<file path="src/design/bilinear_2d_histogram_defines.svh">
// Assertion macros used by the histogram datapath RTL.
`ifndef BILINEAR_2D_HISTOGRAM_DEFINES_SVH
`define BILINEAR_2D_HISTOGRAM_DEFINES_SVH
`ifndef SYNTHESIS
`define BL2DH_ASSERT_NOW(label, clk, rst_n, ante, cons) \
    label: assert property (@(posedge clk) disable iff (!rst_n) (ante) |-> (cons)) \
        else $error("bl2dh: same-cycle check failed");
`define BL2DH_ASSERT_NEXT(label, clk, rst_n, ante, cons) \
    label: assert property (@(posedge clk) disable iff (!rst_n) (ante) |=> (cons)) \
        else $error("bl2dh: next-cycle check failed");
`else
`define BL2DH_ASSERT_NOW(label, clk, rst_n, ante, cons)
`define BL2DH_ASSERT_NEXT(label, clk, rst_n, ante, cons)
`endif
`endif

</file>
<file path="src/design/bl2dh_pkg.sv">
// Shared types, codes and widths of the 2D linear-binning histogram.
package bl2dh_pkg;

    localparam int GRID_POINTS_DEF = 64;
    localparam int VAL_W           = 32;
    localparam int PPA_W           = 7;
    localparam int CELL_W          = 48;
    localparam int FRAC_W          = 16;
    localparam int IDX_W           = 6;
    localparam int DIV_RW          = 32;
    localparam int DVD_W           = PPA_W + VAL_W + FRAC_W;
    // |index * span| stays below 2^38
    localparam int COORD_STEPS     = 38;
    localparam int APB_AW          = 5;
    localparam int APB_DW          = 32;

    localparam logic [2:0] REG_X_LOWER = 3'd0;
    localparam logic [2:0] REG_X_UPPER = 3'd1;
    localparam logic [2:0] REG_Y_LOWER = 3'd2;
    localparam logic [2:0] REG_Y_UPPER = 3'd3;
    localparam logic [2:0] REG_POINTS  = 3'd4;

    localparam logic OP_DEPOSIT = 1'b0;
    localparam logic OP_READ    = 1'b1;

    typedef enum logic [1:0] {
        STAT_DEPOSITED = 2'd0,
        STAT_DROPPED   = 2'd1,
        STAT_READ      = 2'd2,
        STAT_BAD_INDEX = 2'd3
    } t_status;

    typedef enum logic [3:0] {
        ST_CLEAR,
        ST_IDLE,
        ST_DECIDE,
        ST_MUL,
        ST_DIV_GO,
        ST_DIV_WAIT,
        ST_WGT,
        ST_UPD_RD,
        ST_UPD_WR,
        ST_RD_CELL,
        ST_FINISH
    } t_state;

    typedef struct packed {
        logic signed [VAL_W-1:0] x_lower;
        logic signed [VAL_W-1:0] x_upper;
        logic signed [VAL_W-1:0] y_lower;
        logic signed [VAL_W-1:0] y_upper;
        logic [PPA_W-1:0]        points;
    } t_cfg;

    typedef struct packed {
        logic       clr_wr;
        logic       capture;
        logic       mul;
        logic       div_start;
        logic       div_store;
        logic       wgt;
        logic       upd_rd;
        logic       upd_wr;
        logic       cell_rd;
        logic       load_out;
        logic       axis;
        logic [1:0] corner;
    } t_cmd;

    typedef struct packed {
        logic clr_last;
        logic op_read;
        logic drop;
        logic idx_bad;
        logic div_done;
        logic out_free;
    } t_sts;

endpackage

</file>
<file path="src/design/bl2dh_regs.sv">
// APB configuration registers: bounds and points per axis.
module bl2dh_regs (
    input  logic                          i_clk,
    input  logic                          i_rst_n,
    input  logic                          psel,
    input  logic                          penable,
    input  logic                          pwrite,
    input  logic [bl2dh_pkg::APB_AW-1:0]  paddr,
    input  logic [bl2dh_pkg::APB_DW-1:0]  pwdata,
    output logic [bl2dh_pkg::APB_DW-1:0]  prdata,
    output logic                          pready,
    output bl2dh_pkg::t_cfg               o_cfg
);

    logic signed [bl2dh_pkg::VAL_W-1:0] r_x_lower, r_x_upper, r_y_lower, r_y_upper;
    logic [bl2dh_pkg::PPA_W-1:0]        r_points;
    logic                               wr_en;
    logic [2:0]                         reg_idx;

    assign pready  = 1'b1;
    assign wr_en   = psel & penable & pwrite;
    assign reg_idx = paddr[bl2dh_pkg::APB_AW-1:2];

    always_ff @(posedge i_clk) begin
        if (!i_rst_n) begin
            r_x_lower <= '0;
            r_x_upper <= 32'sd65536;
            r_y_lower <= '0;
            r_y_upper <= 32'sd65536;
            r_points  <= 7'd64;
        end else if (wr_en) begin
            case (reg_idx)
                bl2dh_pkg::REG_X_LOWER: r_x_lower <= $signed(pwdata);
                bl2dh_pkg::REG_X_UPPER: r_x_upper <= $signed(pwdata);
                bl2dh_pkg::REG_Y_LOWER: r_y_lower <= $signed(pwdata);
                bl2dh_pkg::REG_Y_UPPER: r_y_upper <= $signed(pwdata);
                bl2dh_pkg::REG_POINTS:  r_points  <= pwdata[bl2dh_pkg::PPA_W-1:0];
                default: ;
            endcase
        end
    end

    always_comb begin
        case (reg_idx)
            bl2dh_pkg::REG_X_LOWER: prdata = r_x_lower;
            bl2dh_pkg::REG_X_UPPER: prdata = r_x_upper;
            bl2dh_pkg::REG_Y_LOWER: prdata = r_y_lower;
            bl2dh_pkg::REG_Y_UPPER: prdata = r_y_upper;
            bl2dh_pkg::REG_POINTS:  prdata = 32'(r_points);
            default:                prdata = '0;
        endcase
    end

    assign o_cfg.x_lower = r_x_lower;
    assign o_cfg.x_upper = r_x_upper;
    assign o_cfg.y_lower = r_y_lower;
    assign o_cfg.y_upper = r_y_upper;
    assign o_cfg.points  = r_points;

endmodule

</file>
<file path="config.mk">
export PLATFORM = sky130hd
export DESIGN_NAME = bl2dh_regs
export DESIGN_NICKNAME = d
export VERILOG_FILES = /design/src/design/bilinear_2d_histogram_defines.svh /design/src/design/bl2dh_pkg.sv /design/src/design/bl2dh_regs.sv
export SDC_FILE = /design/constraint.sdc
export NUM_CORES = 1
export LEC_CHECK = 0
export BUFFER_PORTS_ARGS = -buffer_cell sky130_fd_sc_hd__buf_2
export CAP_MARGIN = 10
export CORE_MARGIN = 1
export CORE_UTILIZATION = 40
export CTS_CLUSTER_SIZE = 20
export DETAILED_ROUTE_END_ITERATION = 16
export MAX_ROUTING_LAYER = met4
export PLACE_DENSITY = 0.69
export SETUP_SLACK_MARGIN = 0.4
export SLEW_MARGIN = 20
export SYNTH_ARGS = -nofsm -noshare
export SYNTH_HDL_FRONTEND = slang
export SYNTH_SLANG_ARGS = --single-unit
</file>
<file path="constraint.sdc">
create_clock -name i_clk -period 1.7 [get_ports i_clk]
set_input_delay 0.34 -clock i_clk [delete_from_list [all_inputs] [get_ports i_clk]]
set_output_delay 0.34 -clock i_clk [all_outputs]
set_load 0.03 [all_outputs]
</file>
==> flow_summary.toml, run 1 <==
[power_and_ir_drop]
vdd_ir_drop_max_uv = 536
total_power_mw = 7.68
power_density_nw_per_um2 = 694
leakage_nw = 4.71

[die]
ioPinCount = 210
fp.dieH_um = 124
core_um2 = 14600
rows = 44
die_w_um = 124
dieArea_um2 = 15500
initial_core_util_pct = 41.1

[critical_path]
critPathSlowestCell = "mux4_2"
cp-end-kind = "output pin"
r2r-end = "r_y_upper[16]$_SDFFE_PN1P_"
crit_arrival_ns = 1.51
worst-r2r-setup-slack_ns = 0.74
critPathMaxFanout = 2
criticalPathCategory = "reg -> out"
cp-start-kind = "register"
required_ns = 1.36
timing.rr.start = "r_y_upper[16]$_SDFFE_PN1P_"
r2r_cells = 5
critical_path.max_stage_delay_ns = 0.46
crit_chain = "mux4_2 > nor2b_4 > buf_6"

[global_route]
grt_use_met2_pct = 45.7
grt_max_degree = 94
grt_use_met1_pct = 29.4
grt_pass1_vias = 5993
grt.total_usage_pct = 26.3
antenna_found_initial = 0
grt_remaining_overflow = 0
met3_usage_pct = 5.46
busiest_layer = "met2"
grt_pass1_wl_mm = 31.1

[hold_path]
min_path_cells = 3
whs_endpoint = "r_y_lower[16]$_SDFFE_PN0P_"
worstHoldPathType = "in -> reg"
worstHoldStart = "pwdata[16]"

[sta]
post-route-period-util_pct = 109
fin_worst_skew_ns = 0
rsz0062_at_grt = "true"
min_period_ns = 1.85
hold_viol = 0
slew_viol_final = 0
finalSetupViolCount = 32
worstMarginPinSlew_ns = 0.517
fmax_mhz = 542
finalWorstSetupSlack_ns = -0.146
relSlewSlack_pct = 65.6
hold_slack_ns = 0.250
setup_tns_ns = -3.69

[drt]
first_pass_iters = 5
drtAntennaViolNets = 0
drt-vias-per-instance = 5.33
wirelength_mm = 22.8
drt-initial-drc-count = 348
wl_per_cell_um = 20.6
vias = 5901
route.detailed.drc = 0

[placed_design]
gp_congestion = 0.803
place_ws_ns = -0.314
io_buffer_count = 206
hpwl_mm = 12.0

[clock_tree]
cts_tree = "done"
insertion_delay_ns = 0.41
cts_buffers = 17
clock_path_buffers = 2
cts_hold_buf = 0
clk_pin_slew_worst_paths_ns = 0.06
cts_root_buffer = "clkbuf_16"
clock-sinks = 135
h-tree-depth = 4

[finish]
diodes = 0
final_common_cell = "buf_6"
mostFrequentLayoutCells = "buf_6, nand2_1, dfxtp_2, mux2i_1, buf_4"
final.fill_count = 880
layout-drive-gt1-share_pct = 65.4
final_util_pct = 75.8
nNetsFinal = 953
syn2layout_area_growth_pct = 84.3

[logic_synthesis]
synth_top_cell_by_area = "dfxtp_1"
async_reset_ff_share_pct = 0
synth.avg_cell_area_um2 = 10.4
yosysWarningCount = 0
synthesis.area_um2 = 6000
synth_cells = 579
ys_seq_area_share_pct = 45.0
ys_types = 25
synth_top_area_share_pct = 45.0
synth_seq_cells = 135
synth_ff_type = "dfxtp_1"
synth_nets = 621
synth_edf_count = 0
synth_area_leaders = "dfxtp_1, mux2i_1, nand2_1"

[status]
failed_checks = "setup timing"
status = "finished, violations left"

[flow_run]
drv_cap = 0
routing by layer:
metal / part of all wire (%) / routed length [µm]
met1: 39 / 8950
met3: 5.4 / 1230
met5: 0 / 0
met4: 3.1 / 709
met2: 52 / 12000
cells by family after synthesis:
| family | synth area share [%] |
|---|---|
| compound gates | 2.92 |
| buf+inv | 4.38 |
| flops | 45.0 |
| mux | 32.9 |
| other cells | 0.0625 |
| simple gates | 14.7 |
Yosys cell counts (2+ instances only):
| master | number |
|---|---|
| a22oi_1 | 14 |
| buf_2 | 12 |
| buf_4 | 10 |
| buf_6 | 3 |
| clkbuf_1 | 24 |
| dfxtp_1 | 135 |
| mux2_2 | 7 |
| mux2i_1 | 133 |
| mux4_2 | 25 |
| nand2_1 | 165 |
| nor2_1 | 2 |
| nor2b_1 | 29 |
| o21ai_0 | 2 |
| o22ai_1 | 7 |
critical path: cells and delay by family, from the launching register on:
| kind | cells | cell delay [ns] |
|---|---|---|
| buf+inv | 1 | 0.15 |
| flops | 1 | 0.33 |
| mux | 1 | 0.46 |
| simple gates | 1 | 0.14 |
area by class of cell:
class                           instances  area (µm²)  area share, %
Clock buffer                           22         464           4.20
Clock inverter                          9         125           1.13
Inverter                                1        3.75         0.0339
Multi-Input combinational cell        394        3430           31.0
Sequential cell                       135        2870           25.9
Tap cell                              184         230           2.08
Timing Repair Buffer                  362        3940           35.6
power by group:
group          switching [mW]  leakage (nW)  internal [mW]
combinational           0.403          3.27          0.315
sequential             0.0210          1.15           3.19
clock                    1.38         0.286           2.37
worst max path at each step:
stage                     cells after the start                       start          to  slack, ns
final                                         3  r_x_upper[22]$_SDFFE_PN0P_  prdata[22]      -0.15
after global routing                          3  r_x_upper[22]$_SDFFE_PN0P_  prdata[22]      -0.19
after CTS                                     3  r_y_upper[20]$_SDFFE_PN0P_  prdata[20]      -0.16
after detailed placement                      5                    paddr[2]   prdata[6]      -0.31
after global placement                        5                    paddr[2]   prdata[1]      -0.24
after floorplan                               4                    paddr[3]  prdata[18]       0.13
through the flow:
| step | cells | area, µm² |
|---|---|---|
| 4_1_cts | 1051 | 10100 |
| 3_3_place_gp | 952 | 7800 |
| 5_1_grt | 1107 | 11100 |
| 2_1_floorplan | 579 | 6550 |
| 3_5_place_dp | 952 | 7800 |
| 6_report | 1107 | 11100 |
sequential cells by signal, indices dropped and copies added (netlist names):
| name | flops |
|---|---|
| r_x_lower | 32 |
| r_x_upper | 32 |
| r_y_lower | 32 |
| r_y_upper | 32 |
| r_points | 7 |
what timing repair did:
action	4_1_cts	5_1_grt
endpoints found under the setup margin	263	211
endpoints found under the hold margin	0	0
resized for setup	443	115
buffers inserted	66	46
pin swaps	5	3
cloned	2	10
Power figures use the tool's default switching activity.
==> inputs of run 2 (changes only) <==
--- a/config.mk
+++ b/config.mk
@@ -6,13 +6,12 @@
 export NUM_CORES = 1
 export LEC_CHECK = 0
 export BUFFER_PORTS_ARGS = -buffer_cell sky130_fd_sc_hd__buf_2
-export CAP_MARGIN = 10
 export CORE_MARGIN = 1
-export CORE_UTILIZATION = 40
+export CORE_UTILIZATION = 45
 export CTS_CLUSTER_SIZE = 20
 export DETAILED_ROUTE_END_ITERATION = 16
 export MAX_ROUTING_LAYER = met4
-export PLACE_DENSITY = 0.69
+export PLACE_DENSITY = 0.76
 export SETUP_SLACK_MARGIN = 0.4
 export SLEW_MARGIN = 20
 export SYNTH_ARGS = -nofsm -noshare
==> run 2 against run 1 <==
  * The run still ends with setup timing left
  * Global-route usage is 5.4 points higher
  * Wire length is 13% higher
  * Critical path depth stayed put
  * Register-to-register slack worse by 0.10 ns
  * Clock power is 12% lower
  * Sequential power hardly changed
  * Fmax is 3.0% lower
  * Clock-buffer cell count is 2 higher
  * Clock skew stayed put
  * Combinational power is 2% higher
  * Sequential share of layout area is 0.62 points lower
  * Cell count is 1.8% higher
  * Critical path type unchanged
  * Largest power group unchanged
  * Highest routed layer unchanged
==> flow_summary.toml, run 2 (synthesis gave the netlist of run 1 again) <==
[finish]
final_common_cell = "buf_6"
instances_no_fill = 1127
mostFrequentLayoutCells = "buf_6, nand2_1, dfxtp_2, mux2i_1, buf_4"
fin_area_um2 = 11300
nNetsFinal = 988
diodes = 0
syn2layout_area_growth_pct = 88.9
layout-drive-gt1-share_pct = 67.6

[sta]
setup_tns_ns = -4.43
post-route-period-util_pct = 112
finalWorstSetupSlack_ns = -0.202
min_period_ns = 1.90
fmax_mhz = 526
worstMarginPinSlew_ns = 0.629
relSlewSlack_pct = 58.1
finalSetupViolCount = 32
slew_viol_final = 0
hold_viol = 0
rsz0062_at_grt = "true"
fin_worst_skew_ns = 0

[clock_tree]
cts_tree = "done"
cts_buffers = 17
insertion_delay_ns = 0.41
clk_pin_slew_worst_paths_ns = 0.06
clock_path_buffers = 2
clock-sinks = 135
h-tree-depth = 4
cts_root_buffer = "clkbuf_16"

[global_route]
grt_max_degree = 73
grt_remaining_overflow = 0
grt_pass1_wl_mm = 33.0
grt.total_usage_pct = 31.7
grt_pass1_vias = 6082
antenna_found_initial = 0

[status]
failed_checks = "setup timing"
status = "finished, violations left"

[critical_path]
critical_path.max_stage_delay_ns = 0.51
criticalPathCategory = "reg -> out"
required_ns = 1.36
critPathSlowestCell = "mux4_2"
crit_arrival_ns = 1.56
critPathMaxFanout = 3
crit_chain = "mux4_2 > nor2b_4 > buf_6"
cp-start-kind = "register"
cp-end-kind = "output pin"

[drt]
route.detailed.drc = 0
wirelength_mm = 25.8
drt-initial-drc-count = 469
wl_per_cell_um = 22.9
drtAntennaViolNets = 0
vias = 6394
first_pass_iters = 5
drt-vias-per-instance = 5.67

[placed_design]
place_ws_ns = -0.195
placed_cell_area_um2 = 7840
gp_congestion = 0.858
hpwl_mm = 12.1
io_buffer_count = 206
dp.cells = 943

[hold_path]
worstHoldPathType = "in -> reg"

[power_and_ir_drop]
leakage_nw = 4.85
total_power_mw = 7.25
power_density_nw_per_um2 = 639
vdd_ir_drop_max_uv = 623

[die]
dieArea_um2 = 13800
rows = 41
ioPinCount = 210
die_w_um = 117
core_um2 = 12800
fp.dieH_um = 117
initial_core_util_pct = 46.8

[flow_run]
drv_cap = 0
-- run 2: cell types whose count changed in the layout (fill, tap and decap cells not counted), sizes merged --
cell	before	now
buf	351	390
bufinv	3	0
clkbuf	33	31
clkinv	4	3
clkinvlp	2	1
-- run 2: per-layer routing --
metal	global-route usage [%]	wire length (µm)
met1	34.3	9440
met2	55.3	13600
met3	6.20	1570
met4	16.3	1270
met5	-	0
-- run 2: worst paths after layout --
path | from | endpoint | slack [ns] | cells after the start
worst max-delay path | r_x_lower[9]$_SDFFE_PN0P_ | prdata[9] | -0.20 | 3
worst min-delay path | pwdata[6] | r_points[6]$_SDFFE_PN1P_ | 0.24 | 3
worst max register to register | r_x_upper[10]$_SDFFE_PN0P_ | r_x_upper[10]$_SDFFE_PN0P_ | 0.64 | 4
worst min register to register | r_x_upper[21]$_SDFFE_PN0P_ | r_x_upper[21]$_SDFFE_PN0P_ | 0.47 | 2
-- run 2: cell type report --
cell class,instances,area (µm²)
Inverter,1,3.75
Fill cell,489,1490
Clock inverter,4,22.5
Clock buffer,24,492
Timing Repair Buffer,397,4230
Multi-Input combinational cell,394,3500
Sequential cell,135,2870
Tap cell,172,215
-- run 2: critical path: cells and delay by family (launching register included) --
family,cells,cell delay [ns]
buffers and inverters,1,0.14
DFF,1,0.34
and+or+nand+nor,1,0.16
muxes,1,0.51
-- run 2: power breakdown --
part           switching, mW  internal [mW]
sequential            0.0224           3.19
clock                   1.32           1.98
combinational          0.420          0.313
-- run 2: metrics by stage --
stage,hold WS [ns],util (%)
5_1_grt,0.255,88.4
6_report,0.243,88.4
3_3_place_gp,0.450,61.1
3_5_place_dp,0.459,61.1
4_1_cts,0.208,80.2
2_1_floorplan,0.505,-
-- run 2: repair_timing --
item | CTS | global route
gates resized for setup | 469 | 121
hold buffers | 0 | 0
buffers inserted | 81 | 67
endpoints found under the hold margin | 0 | 0
endpoints found under the setup margin | 203 | 211
cloned | 1 | 7
pin swaps | 8 | 7
