===== config.mk =====
export PLATFORM = sky130hd
export DESIGN_NAME = bl2dh_ctrl
export DESIGN_NICKNAME = d
export VERILOG_FILES = /design/src/design/bilinear_2d_histogram_defines.svh /design/src/design/bl2dh_pkg.sv /design/src/design/bl2dh_ctrl.sv
export SDC_FILE = /design/constraint.sdc
export NUM_CORES = 1
export LEC_CHECK = 0
export BUFFER_PORTS_ARGS = -buffer_cell sky130_fd_sc_hd__buf_2
export CAP_MARGIN = 20
export CORE_MARGIN = 2
export CORE_UTILIZATION = 47
export CTS_CLUSTER_DIAMETER = 100
export DETAILED_ROUTE_END_ITERATION = 6
export PLACE_DENSITY_LB_ADDON = 0.1
export SKIP_LAST_GASP = 1
export SLEW_MARGIN = 25
export SYNTH_ARGS = -nofsm -noshare
export SYNTH_HDL_FRONTEND = slang
export SYNTH_SLANG_ARGS = --single-unit

===== constraint.sdc =====
create_clock -name i_clk -period 1.8 [get_ports i_clk]
set_clock_uncertainty 0.05 [all_clocks]
set_input_delay 0.36 -clock i_clk [delete_from_list [all_inputs] [get_ports i_clk]]
set_output_delay 0.36 -clock i_clk [all_outputs]
set_load 0.02 [all_outputs]

===== src/design/bilinear_2d_histogram_defines.svh =====
// Assertion macros used by the histogram datapath RTL.
`ifndef BILINEAR_2D_HISTOGRAM_DEFINES_SVH
`define BILINEAR_2D_HISTOGRAM_DEFINES_SVH
`ifndef SYNTHESIS
`define BL2DH_ASSERT_NOW(label, clk, rst_n, ante, cons) \
    label: assert property (@(posedge clk) disable iff (!rst_n) (ante) |-> (cons)) \
        else $error("bl2dh: same-cycle check failed");
`define BL2DH_ASSERT_NEXT(label, clk, rst_n, ante, cons) \
    label: assert property (@(posedge clk) disable iff (!rst_n) (ante) |=> (cons)) \
        else $error("bl2dh: next-cycle check failed");
`else
`define BL2DH_ASSERT_NOW(label, clk, rst_n, ante, cons)
`define BL2DH_ASSERT_NEXT(label, clk, rst_n, ante, cons)
`endif
`endif


===== src/design/bl2dh_pkg.sv =====
// Shared types, codes and widths of the 2D linear-binning histogram.
package bl2dh_pkg;

    localparam int GRID_POINTS_DEF = 64;
    localparam int VAL_W           = 32;
    localparam int PPA_W           = 7;
    localparam int CELL_W          = 48;
    localparam int FRAC_W          = 16;
    localparam int IDX_W           = 6;
    localparam int DIV_RW          = 32;
    localparam int DVD_W           = PPA_W + VAL_W + FRAC_W;
    // |index * span| stays below 2^38
    localparam int COORD_STEPS     = 38;
    localparam int APB_AW          = 5;
    localparam int APB_DW          = 32;

    localparam logic [2:0] REG_X_LOWER = 3'd0;
    localparam logic [2:0] REG_X_UPPER = 3'd1;
    localparam logic [2:0] REG_Y_LOWER = 3'd2;
    localparam logic [2:0] REG_Y_UPPER = 3'd3;
    localparam logic [2:0] REG_POINTS  = 3'd4;

    localparam logic OP_DEPOSIT = 1'b0;
    localparam logic OP_READ    = 1'b1;

    typedef enum logic [1:0] {
        STAT_DEPOSITED = 2'd0,
        STAT_DROPPED   = 2'd1,
        STAT_READ      = 2'd2,
        STAT_BAD_INDEX = 2'd3
    } t_status;

    typedef enum logic [3:0] {
        ST_CLEAR,
        ST_IDLE,
        ST_DECIDE,
        ST_MUL,
        ST_DIV_GO,
        ST_DIV_WAIT,
        ST_WGT,
        ST_UPD_RD,
        ST_UPD_WR,
        ST_RD_CELL,
        ST_FINISH
    } t_state;

    typedef struct packed {
        logic signed [VAL_W-1:0] x_lower;
        logic signed [VAL_W-1:0] x_upper;
        logic signed [VAL_W-1:0] y_lower;
        logic signed [VAL_W-1:0] y_upper;
        logic [PPA_W-1:0]        points;
    } t_cfg;

    typedef struct packed {
        logic       clr_wr;
        logic       capture;
        logic       mul;
        logic       div_start;
        logic       div_store;
        logic       wgt;
        logic       upd_rd;
        logic       upd_wr;
        logic       cell_rd;
        logic       load_out;
        logic       axis;
        logic [1:0] corner;
    } t_cmd;

    typedef struct packed {
        logic clr_last;
        logic op_read;
        logic drop;
        logic idx_bad;
        logic div_done;
        logic out_free;
    } t_sts;

endpackage


===== src/design/bl2dh_ctrl.sv =====
// Sequencer: clearing pass, item accept, divisions, cell updates or cell read, result hand-off.
module bl2dh_ctrl (
    input  logic              i_clk,
    input  logic              i_rst_n,
    input  logic              i_valid,
    output logic              o_stall,
    input  bl2dh_pkg::t_sts   i_sts,
    output bl2dh_pkg::t_cmd   o_cmd
);

    bl2dh_pkg::t_state r_state, n_state;
    logic              r_axis, n_axis;
    logic [1:0]        r_corner, n_corner;

    always_ff @(posedge i_clk) begin
        if (!i_rst_n) begin
            r_state  <= bl2dh_pkg::ST_CLEAR;
            r_axis   <= 1'b0;
            r_corner <= '0;
        end else begin
            r_state  <= n_state;
            r_axis   <= n_axis;
            r_corner <= n_corner;
        end
    end

    always_comb begin
        n_state  = r_state;
        n_axis   = r_axis;
        n_corner = r_corner;
        case (r_state)
            bl2dh_pkg::ST_CLEAR: begin
                if (i_sts.clr_last) n_state = bl2dh_pkg::ST_IDLE;
            end
            bl2dh_pkg::ST_IDLE: begin
                if (i_valid) n_state = bl2dh_pkg::ST_DECIDE;
            end
            bl2dh_pkg::ST_DECIDE: begin
                n_axis = 1'b0;
                if (i_sts.op_read ? i_sts.idx_bad : i_sts.drop) begin
                    n_state = bl2dh_pkg::ST_FINISH;
                end else begin
                    n_state = bl2dh_pkg::ST_MUL;
                end
            end
            bl2dh_pkg::ST_MUL:    n_state = bl2dh_pkg::ST_DIV_GO;
            bl2dh_pkg::ST_DIV_GO: n_state = bl2dh_pkg::ST_DIV_WAIT;
            bl2dh_pkg::ST_DIV_WAIT: begin
                if (i_sts.div_done) begin
                    if (!r_axis) begin
                        n_axis  = 1'b1;
                        n_state = bl2dh_pkg::ST_MUL;
                    end else if (i_sts.op_read) begin
                        n_state = bl2dh_pkg::ST_RD_CELL;
                    end else begin
                        n_state = bl2dh_pkg::ST_WGT;
                    end
                end
            end
            bl2dh_pkg::ST_WGT: begin
                n_corner = '0;
                n_state  = bl2dh_pkg::ST_UPD_RD;
            end
            bl2dh_pkg::ST_UPD_RD: n_state = bl2dh_pkg::ST_UPD_WR;
            bl2dh_pkg::ST_UPD_WR: begin
                n_corner = r_corner + 2'd1;
                n_state  = (r_corner == 2'd3) ? bl2dh_pkg::ST_FINISH : bl2dh_pkg::ST_UPD_RD;
            end
            bl2dh_pkg::ST_RD_CELL: n_state = bl2dh_pkg::ST_FINISH;
            bl2dh_pkg::ST_FINISH: begin
                if (i_sts.out_free) n_state = bl2dh_pkg::ST_IDLE;
            end
            default: n_state = bl2dh_pkg::ST_CLEAR;
        endcase
    end

    always_comb begin
        o_cmd        = '0;
        o_cmd.axis   = r_axis;
        o_cmd.corner = r_corner;
        o_stall      = r_state != bl2dh_pkg::ST_IDLE;
        case (r_state)
            bl2dh_pkg::ST_CLEAR:    o_cmd.clr_wr    = 1'b1;
            bl2dh_pkg::ST_IDLE:     o_cmd.capture   = i_valid;
            bl2dh_pkg::ST_MUL:      o_cmd.mul       = 1'b1;
            bl2dh_pkg::ST_DIV_GO:   o_cmd.div_start = 1'b1;
            bl2dh_pkg::ST_DIV_WAIT: o_cmd.div_store = i_sts.div_done;
            bl2dh_pkg::ST_WGT:      o_cmd.wgt       = 1'b1;
            bl2dh_pkg::ST_UPD_RD:   o_cmd.upd_rd    = 1'b1;
            bl2dh_pkg::ST_UPD_WR:   o_cmd.upd_wr    = 1'b1;
            bl2dh_pkg::ST_RD_CELL:  o_cmd.cell_rd   = 1'b1;
            bl2dh_pkg::ST_FINISH:   o_cmd.load_out  = i_sts.out_free;
            default: ;
        endcase
    end

endmodule


==> flow_summary.toml, run 1 <==
[critical_path]
path_max_fanout = 16
crit_chain = "or3b_4 -> nor2_1 -> buf_4"
required_ns = 1.39
slowest_stage = "or3b_4"
cp-start-kind = "flop"
worstSetupEndpointType = "output pin"
cpPeakStageDelay_ns = 0.43
arrival_ns = 1.31
r2r-start = "r_state[0]"
cp-startpoint = "r_state[1]"
crit_type = "reg -> out"

[clock_tree]
cts_tree = "built"
cts.clk_slew.worst_paths_ns = 0.05
cts_setup_buffers = 0
clockRootBuffer = "clkbuf_4"
clkLatencyLatePin_ns = 0.24
cts-buffers-inserted = 3
clockBufferDepth = 2
cts_num_sinks = 7
htree_levels = 1

[route]
postRouteAntennaNets = 0
drc = 0
wl_per_cell_um = 13.10
wirelength_um = 1624
dr_wl_met3_um = 111
drt-pass1-iter-count = 4
via_count = 706
met2WireLength_um = 704
drt-met1-wl_um = 797
top_layer_used = "met4"
via_per_inst = 5.694
drt_iter0_drc = 14

[grt]
overflow = 0
grt_max_degree = 17
antenna_found_initial = 0
grt_pass1_wl_um = 2359
grtUsageTotal_pct = 21.48
grt_pass1_vias = 543

[sta]
hold_violations = 0
slew_violations = 0
worst_slew_pin_slew_ns = 0.3768
setup_viol_count_final = 0
slew_headroom_pct = 74.23
fmax_mhz = 580.3
period_share_pct = 95.74
period_needed_ns = 1.723
setup-tns-final_ns = 0
rsz0062_at_grt = "false"

[cells_and_area]
final_util_pct = 62.23
final_nets = 120
final_cell_area_um2 = 789.5
drive_above_1_share_pct = 36.70
layout_common_cells = "buf_2, nor2_1, a21oi_1, o21ai_1"
fillers = 107
layout_commonest_cell = "buf_2"
antenna_cells = 0
syn_to_final_growth_pct = 26.71

[floorplan]
die_w_um = 40.41
fp.dieArea_um2 = 1633
fp.coreArea_um2 = 1269
start_util_pct = 49.11
ioPinCount = 23
rows = 13
die_y_um = 40.41

[power]
peakVddDrop_mv = 0.5687
p_per_area_nw_per_um2 = 1035
p_seq_share_pct = 33.0
p_switching_mw = 0.3735
clkPwrFrac_pct = 17.2
pwr-share-comb_pct = 49.8
cellLeakagePower_nw = 0.3883
p_int_mw = 0.4437
p_sw_share_pct = 45.71

[synth]
synth_edf_count = 0
yosysSeqAreaShare_pct = 22.49
synth_area_um2 = 623.1
synthCells = 85
syn_avg_cell_area_um2 = 7.331
yosysWarnings = 0
ys_types = 37
synth-seq-cells = 7
async_flop_share_pct = 0
synth_flop_cell = "dfxtp_1"
synth_nets = 95

[place]
port_buffers = 22
hpwlAfterDp_um = 1194
dpl_cell_area_um2 = 744.5
place_congestion = 0.8662

[min_path]
min_from = "i_sts[1]"
hold_class = "in -> reg"

[run]
cap_violations = 0

[status]
outcome = "finished clean"
state kept, by name, indices dropped and copies added (netlist names):
| signal | count |
|---|---|
| r_state | 4 |
| r_axis | 1 |
| r_corner | 2 |
per-layer routing:
layer | GRT usage (%) | vias up
met5 | 0 | -
met4 | 5.000 | 0
met3 | 3.333 | 2
met2 | 31.35 | 29
met1 | 32.24 | 315
li1 | - | 360
stage by stage:
step / setup slack [ns] / total power [mW] / instances / hold slack [ns]
after floorplan: 0.1730 / 0.5401 / 85 / 0.4278
after global placement: 0.1630 / 0.6569 / 120 / 0.4792
after detailed placement: 0.1576 / 0.6546 / 120 / 0.4824
after global routing: 0.007781 / 0.8758 / 124 / 0.3133
after CTS: 0.02837 / 0.8048 / 124 / 0.3111
final: 0.07676 / 0.8173 / 124 / 0.3148
Yosys cell counts (2+ instances only):
master | number | share of area (%)
a21oi_1 | 6 | 4.8
and2b_2 | 2 | 2.8
nor2b_1 | 2 | 2.0
nor3_1 | 4 | 3.2
buf_2 | 3 | 2.4
o21ai_1 | 6 | 4.8
and3_1 | 5 | 5.0
nand3b_1 | 2 | 2.4
nand2b_1 | 2 | 2.0
inv_1 | 3 | 1.8
nor2_1 | 8 | 4.8
dfxtp_1 | 7 | 22
nand2_1 | 4 | 2.4
and2_1 | 2 | 2.0
o22ai_1 | 2 | 2.0
o21ai_0 | 4 | 3.2
buf_4 | 3 | 3.6
worst max-delay path, delay by kind of cell, from the launching register on:
kind                   cells  cell delay [ns]
and+or+nand+nor            2             0.53
DFF                        1             0.39
buffers and inverters      1             0.14
power by group through the flow:
stage	clock (mW)	combinational (mW)	sequential, mW
final	0.141	0.407	0.270
after global routing	0.156	0.443	0.277
after CTS	0.146	0.401	0.258
after detailed placement	0	0.398	0.257
after global placement	0	0.401	0.255
after floorplan	0	0.336	0.204
kinds of logic after synthesis:
group / after synthesis / synth area share, %
AO/OA/AOI/OAI: 29 / 31.53
buffers and inverters: 10 / 8.432
adder cells (fa/ha/maj): 1 / 2.008
AND/OR/NAND/NOR: 37 / 33.94
flip-flops: 7 / 22.49
multiplexers: 1 / 1.606
worst paths after layout:
path | to | slack [ns] | depth (start not counted)
hold reg to reg | r_axis | 0.48 | 2
hold / removal | r_state[2] | 0.31 | 2
setup / recovery | o_cmd[4] | 0.08 | 3
setup reg to reg | r_state[3] | 0.33 | 4
layout make-up:
| type | instances | area [um^2] | area share, % |
|---|---|---|---|
| Timing Repair Buffer | 26 | 142.6 | 18.07 |
| Multi-Input combinational cell | 68 | 435.4 | 55.15 |
| Tap cell | 15 | 18.77 | 2.377 |
| Sequential cell | 7 | 151.4 | 19.18 |
| Inverter | 4 | 15.01 | 1.902 |
| Clock buffer | 4 | 26.28 | 3.328 |
what timing repair did:
item / in CTS / in global routing
hold buffers: 0 / 0
setup endpoints to repair: 7 / 6
gates resized for setup: 3 / 6
(Power assumes the default switching activity.)
==> inputs of run 2 (changes only) <==
- CORE_MARGIN: 2 -> 4
==> run 2 against run 1 <==
  * Maximum frequency shrank 1.1%
  * Sequential power is essentially flat
  * Combinational power shrank 1%
  * Clock power is essentially flat
  * Critical endpoint unchanged
  * Die area grew 21%
  * First-iteration DRC count grew 21%
  * Critical path type unchanged
  * Routed wire length grew 6.8%
  * Power shrank 0.47%
  * Sequential cell count is the same
  * Cell area shrank 0.95%
  * Clock-buffer cell count is the same
==> flow_summary.toml, run 2 (synthesized netlist as in run 1, its figures left out) <==
[sta]
fmax_mhz = 574.2
setup_viol_count_final = 0
hold_violations = 0
setup-tns-final_ns = 0
worst_slew_pin_slew_ns = 0.3338
period_needed_ns = 1.742
worst_slack_ns = 0.05833
rsz0062_at_grt = "true"
period_share_pct = 96.76
slew_headroom_pct = 77.17
slew_violations = 0

[cells_and_area]
drive_above_1_share_pct = 36.70
final_util_pct = 66.77
top_regs = "r_state x4, r_corner x2, r_axis x1"
antenna_cells = 0
top_register = "r_state"
layout_common_cells = "buf_2, nor2_1, a21oi_1, o21ai_1, and3_1"
final_cells = 123
final_cell_area_um2 = 782.0
final_nets = 120
syn_to_final_growth_pct = 25.50
largest_reg_flops = 4
layout_commonest_cell = "buf_2"

[critical_path]
required_ns = 1.39
path_max_fanout = 16
worstSetupEndpointType = "output pin"
crit_type = "reg -> out"
cp-start-kind = "flop"
arrival_ns = 1.33

[floorplan]
die_y_um = 44.41
rows = 12
die_w_um = 44.41
start_util_pct = 53.21
fp.dieArea_um2 = 1972
ioPinCount = 23
fp.coreArea_um2 = 1171

[route]
drt-pass1-iter-count = 4
via_count = 723
drt_iter0_drc = 17
postRouteAntennaNets = 0
via_per_inst = 5.878
wirelength_um = 1735
drc = 0
wl_per_cell_um = 14.11

[power]
peakVddDrop_mv = 0.7051
p_switching_mw = 0.3705
p_sw_share_pct = 45.55
cellLeakagePower_nw = 0.3878
clkPwrFrac_pct = 17.6
pwr-share-comb_pct = 49.5
p_int_mw = 0.4429
p_per_area_nw_per_um2 = 1040
p_seq_share_pct = 32.9

[place]
dp_cells = 119
dpl_cell_area_um2 = 743.2
hpwlAfterDp_um = 1302
place_congestion = 0.8956
port_buffers = 22
dp_slack_ns = 0.2140

[clock_tree]
cts_setup_buffers = 0
clkLatencyLatePin_ns = 0.25
clockRootBuffer = "clkbuf_4"
htree_levels = 1
clockBufferDepth = 2
cts_hold_buf = 0
cts_tree = "built"
cts_num_sinks = 7
cts-buffers-inserted = 3
cts.clk_slew.worst_paths_ns = 0.05

[run]
cap_violations = 0

[grt]
grt_pass1_wl_um = 2808
grt_pass1_vias = 630
grt_max_degree = 17
antenna_found_initial = 0
overflow = 0
grtUsageTotal_pct = 19.37

[status]
outcome = "finished clean"

[min_path]
hold_class = "in -> reg"
[run 2: cell counts in the layout (fill, tap and decap cells not counted)]
No cell type changed its count.
[run 2: final cells by class]
cell class | count | area [um^2]
fill | 108 | 389.1
tap | 14 | 17.52
clock buffer | 4 | 26.28
multi-input combinational | 68 | 432.9
sequential | 7 | 150.1
inverter | 4 | 15.01
timing repair buffer | 26 | 140.1
[run 2: final timing paths]
check,startpoint,to,slack (ns),cells past startpoint
setup reg to reg,r_state[1],r_state[2],0.37,4
hold / removal,i_sts[1],r_state[2],0.30,2
setup / recovery,r_state[1],o_cmd[4],0.06,3
hold reg to reg,r_axis,r_axis,0.49,2
[run 2: repair_timing]
| item | 4_1_cts | 5_1_grt |
|---|---|---|
| gates cloned | 0 | 0 |
| endpoints found under the hold margin | 0 | 0 |
| pin swaps | 0 | 0 |
| gates resized for setup | 3 | 4 |
| setup endpoints to repair | 8 | 5 |
[run 2: worst max-delay path: stages, from the launching register on]
cell	delay, ns
dfxtp_4	0.40
or3b_4	0.43
nor2_1	0.09
buf_2	0.16
[run 2: per-stage QoR]
stage               total power [mW]  hold slack, ns
finish                        0.8134          0.2970
global route                  0.8811          0.2984
CTS                           0.8060          0.2908
detailed placement            0.6539          0.4822
global placement              0.6494          0.4797
floorplan                     0.5401          0.4278
[run 2: power groups by stage]
stage / logic (mW) / clock network [mW] / registers, mW
floorplan: 0.336 / 0 / 0.204
global placement: 0.399 / 0 / 0.251
detailed placement: 0.398 / 0 / 0.255
CTS: 0.400 / 0.149 / 0.257
global route: 0.446 / 0.158 / 0.277
finish: 0.402 / 0.143 / 0.268
[run 2: per-layer routing]
metal	track usage, %	vias to the layer above	routed length [um]
li1	-	360	-
met1	25.24	334	748
met2	29.36	27	824
met3	5.691	2	145
met4	8.434	0	17
met5	0	-	0
==> inputs of run 3 (changes only) <==
- BUFFER_PORTS_ARGS: -buffer_cell sky130_fd_sc_hd__buf_2 -> default
- CELL_PAD_IN_SITES_DETAIL_PLACEMENT: default -> 0
- CELL_PAD_IN_SITES_GLOBAL_PLACEMENT: default -> 1
- CORE_UTILIZATION: 47 -> 41
- DONT_BUFFER_PORTS: default -> 1
==> run 3 against run 2 <==
  * Sequential cell count unchanged
  * Power down 0.85%
  * Critical path type unchanged
  * Largest cell class unchanged
  * Cell count down 13%
  * Core utilization down 15 points
  * Die area up 12%
  * Critical path depth unchanged
==> flow_summary.toml, run 3 (synthesized netlist as in run 1, its figures left out) <==
[critical_path]
ff2ff_setup_slack_ns = 0.30
r2r_end = "r_state[1]"
r2r-start = "r_state[3]"
path_max_fanout = 7
cp-start-kind = "flop"
arrival_ns = 1.35
crit_type = "reg -> out"
worstSetupEndpointType = "output pin"
required_ns = 1.39
ff2ff_path_depth = 5

[sta]
rsz0062_at_grt = "true"
hold_violations = 0
slew_headroom_pct = 72.58
period_share_pct = 97.71
fmax_mhz = 568.6
slew_violations = 0
worst_slew_pin_slew_ns = 0.4010
period_needed_ns = 1.759
whs_ns = 0.1675
setup_viol_count_final = 0

[grt]
grt_pass1_vias = 577
overflow = 0
antenna_found_initial = 0
grtUsageTotal_pct = 17.21
grt_max_degree = 17
grt_pass1_wl_um = 2635

[cells_and_area]
layout_common_cells = "buf_4, nor2_1, a21oi_1, o21ai_1, dfxtp_1"
top_regs = "r_state x4, r_corner x2, r_axis x1"
drive_above_1_share_pct = 27.17
antenna_cells = 0
syn_to_final_growth_pct = 14.26
fillers = 144
final_nets = 103
layout_commonest_cell = "buf_4"
largest_reg_flops = 4
top_register = "r_state"
final_cell_area_um2 = 711.9

[place]
place_congestion = 0.8172
hpwlAfterDp_um = 1288
port_buffers = 0
dpl_cell_area_um2 = 671.9

[route]
via_count = 653
drc = 0
wl_per_cell_um = 15.99
drt_iter0_drc = 11
via_per_inst = 6.103
drt-pass1-iter-count = 4
postRouteAntennaNets = 0
wirelength_um = 1711

[floorplan]
die_w_um = 46.99
start_util_pct = 45.60
fp.coreArea_um2 = 1366
die_y_um = 46.99
fp.dieArea_um2 = 2208
rows = 13
ioPinCount = 23

[status]
outcome = "finished clean"

[clock_tree]
htree_levels = 1
cts_num_sinks = 7
clockRootBuffer = "clkbuf_4"
cts-buffers-inserted = 3
clockBufferDepth = 2
clkLatencyLatePin_ns = 0.26
cts_tree = "built"
cts_setup_buffers = 0
cts.clk_slew.worst_paths_ns = 0.05
cts_resized = 2
cts_hold_buf = 0

[run]
cap_violations = 0

[power]
peakVddDrop_mv = 0.5565
p_per_area_nw_per_um2 = 1133
cellLeakagePower_nw = 0.3080

[min_path]
hold_depth = 1
min_from = "i_sts[1]"
holdPathEnd = "r_state[2]"
hold_class = "in -> reg"
-- run 3: cell types whose count changed in the layout (fill, tap and decap cells not counted), sizes merged --
cell | previous run | this run
buf | 26 | 9
-- run 3: critical path, cell delays in order, from the launching register on --
cell and delay, ns:
dfxtp_1 0.42, or3b_4 0.44, nor2_1 0.10, buf_4 0.14
-- run 3: layout make-up --
class	count	area, um^2	area share, %
Tap cell	15	18.77	2.636
Multi-Input combinational cell	68	439.2	61.69
Timing Repair Buffer	9	67.56	9.490
Clock buffer	4	26.28	3.691
Inverter	4	15.01	2.109
Sequential cell	7	145.1	20.39
-- run 3: worst max-delay path by stage --
stage / slack, ns / endpoint / cells after the start / startpoint
final: 0.04 / o_cmd[4] / 3 / r_state[3]
after global routing: -0.04 / o_cmd[5] / 3 / r_state[2]
after CTS: -0.008 / o_cmd[3] / 3 / r_state[2]
after detailed placement: 0.14 / o_cmd[3] / 2 / r_state[1]
after global placement: 0.15 / o_cmd[3] / 2 / r_state[1]
after floorplan: 0.17 / o_cmd[12] / 2 / r_state[3]
-- run 3: routing by layer --
layer  share of wire, %  GRT usage [%]
met1                 47          23.23
met3                7.4          2.682
met4                2.5          11.60
met2                 43          24.93
met5                  0              0
-- run 3: per-stage QoR --
stage | TNS (ns) | worst slack (ns) | utilization, % | power, mW | instances
2_1_floorplan | 0 | 0.1730 | - | 0.5401 | 85
3_3_place_gp | 0 | 0.1497 | 49.18 | 0.6484 | 103
3_5_place_dp | 0 | 0.1400 | 49.18 | 0.6488 | 103
4_1_cts | -0.007868 | -0.007868 | 51.37 | 0.8012 | 107
5_1_grt | -0.1190 | -0.04138 | 52.11 | 0.8746 | 107
6_report | 0 | 0.04131 | 52.11 | 0.8065 | 107
-- run 3: report_power, final --
group,switching [mW],total [mW],internal [mW]
registers,0.0728,0.259,0.186
clock network,0.0634,0.148,0.0849
logic,0.235,0.400,0.164
total,0.372,0.806,0.435
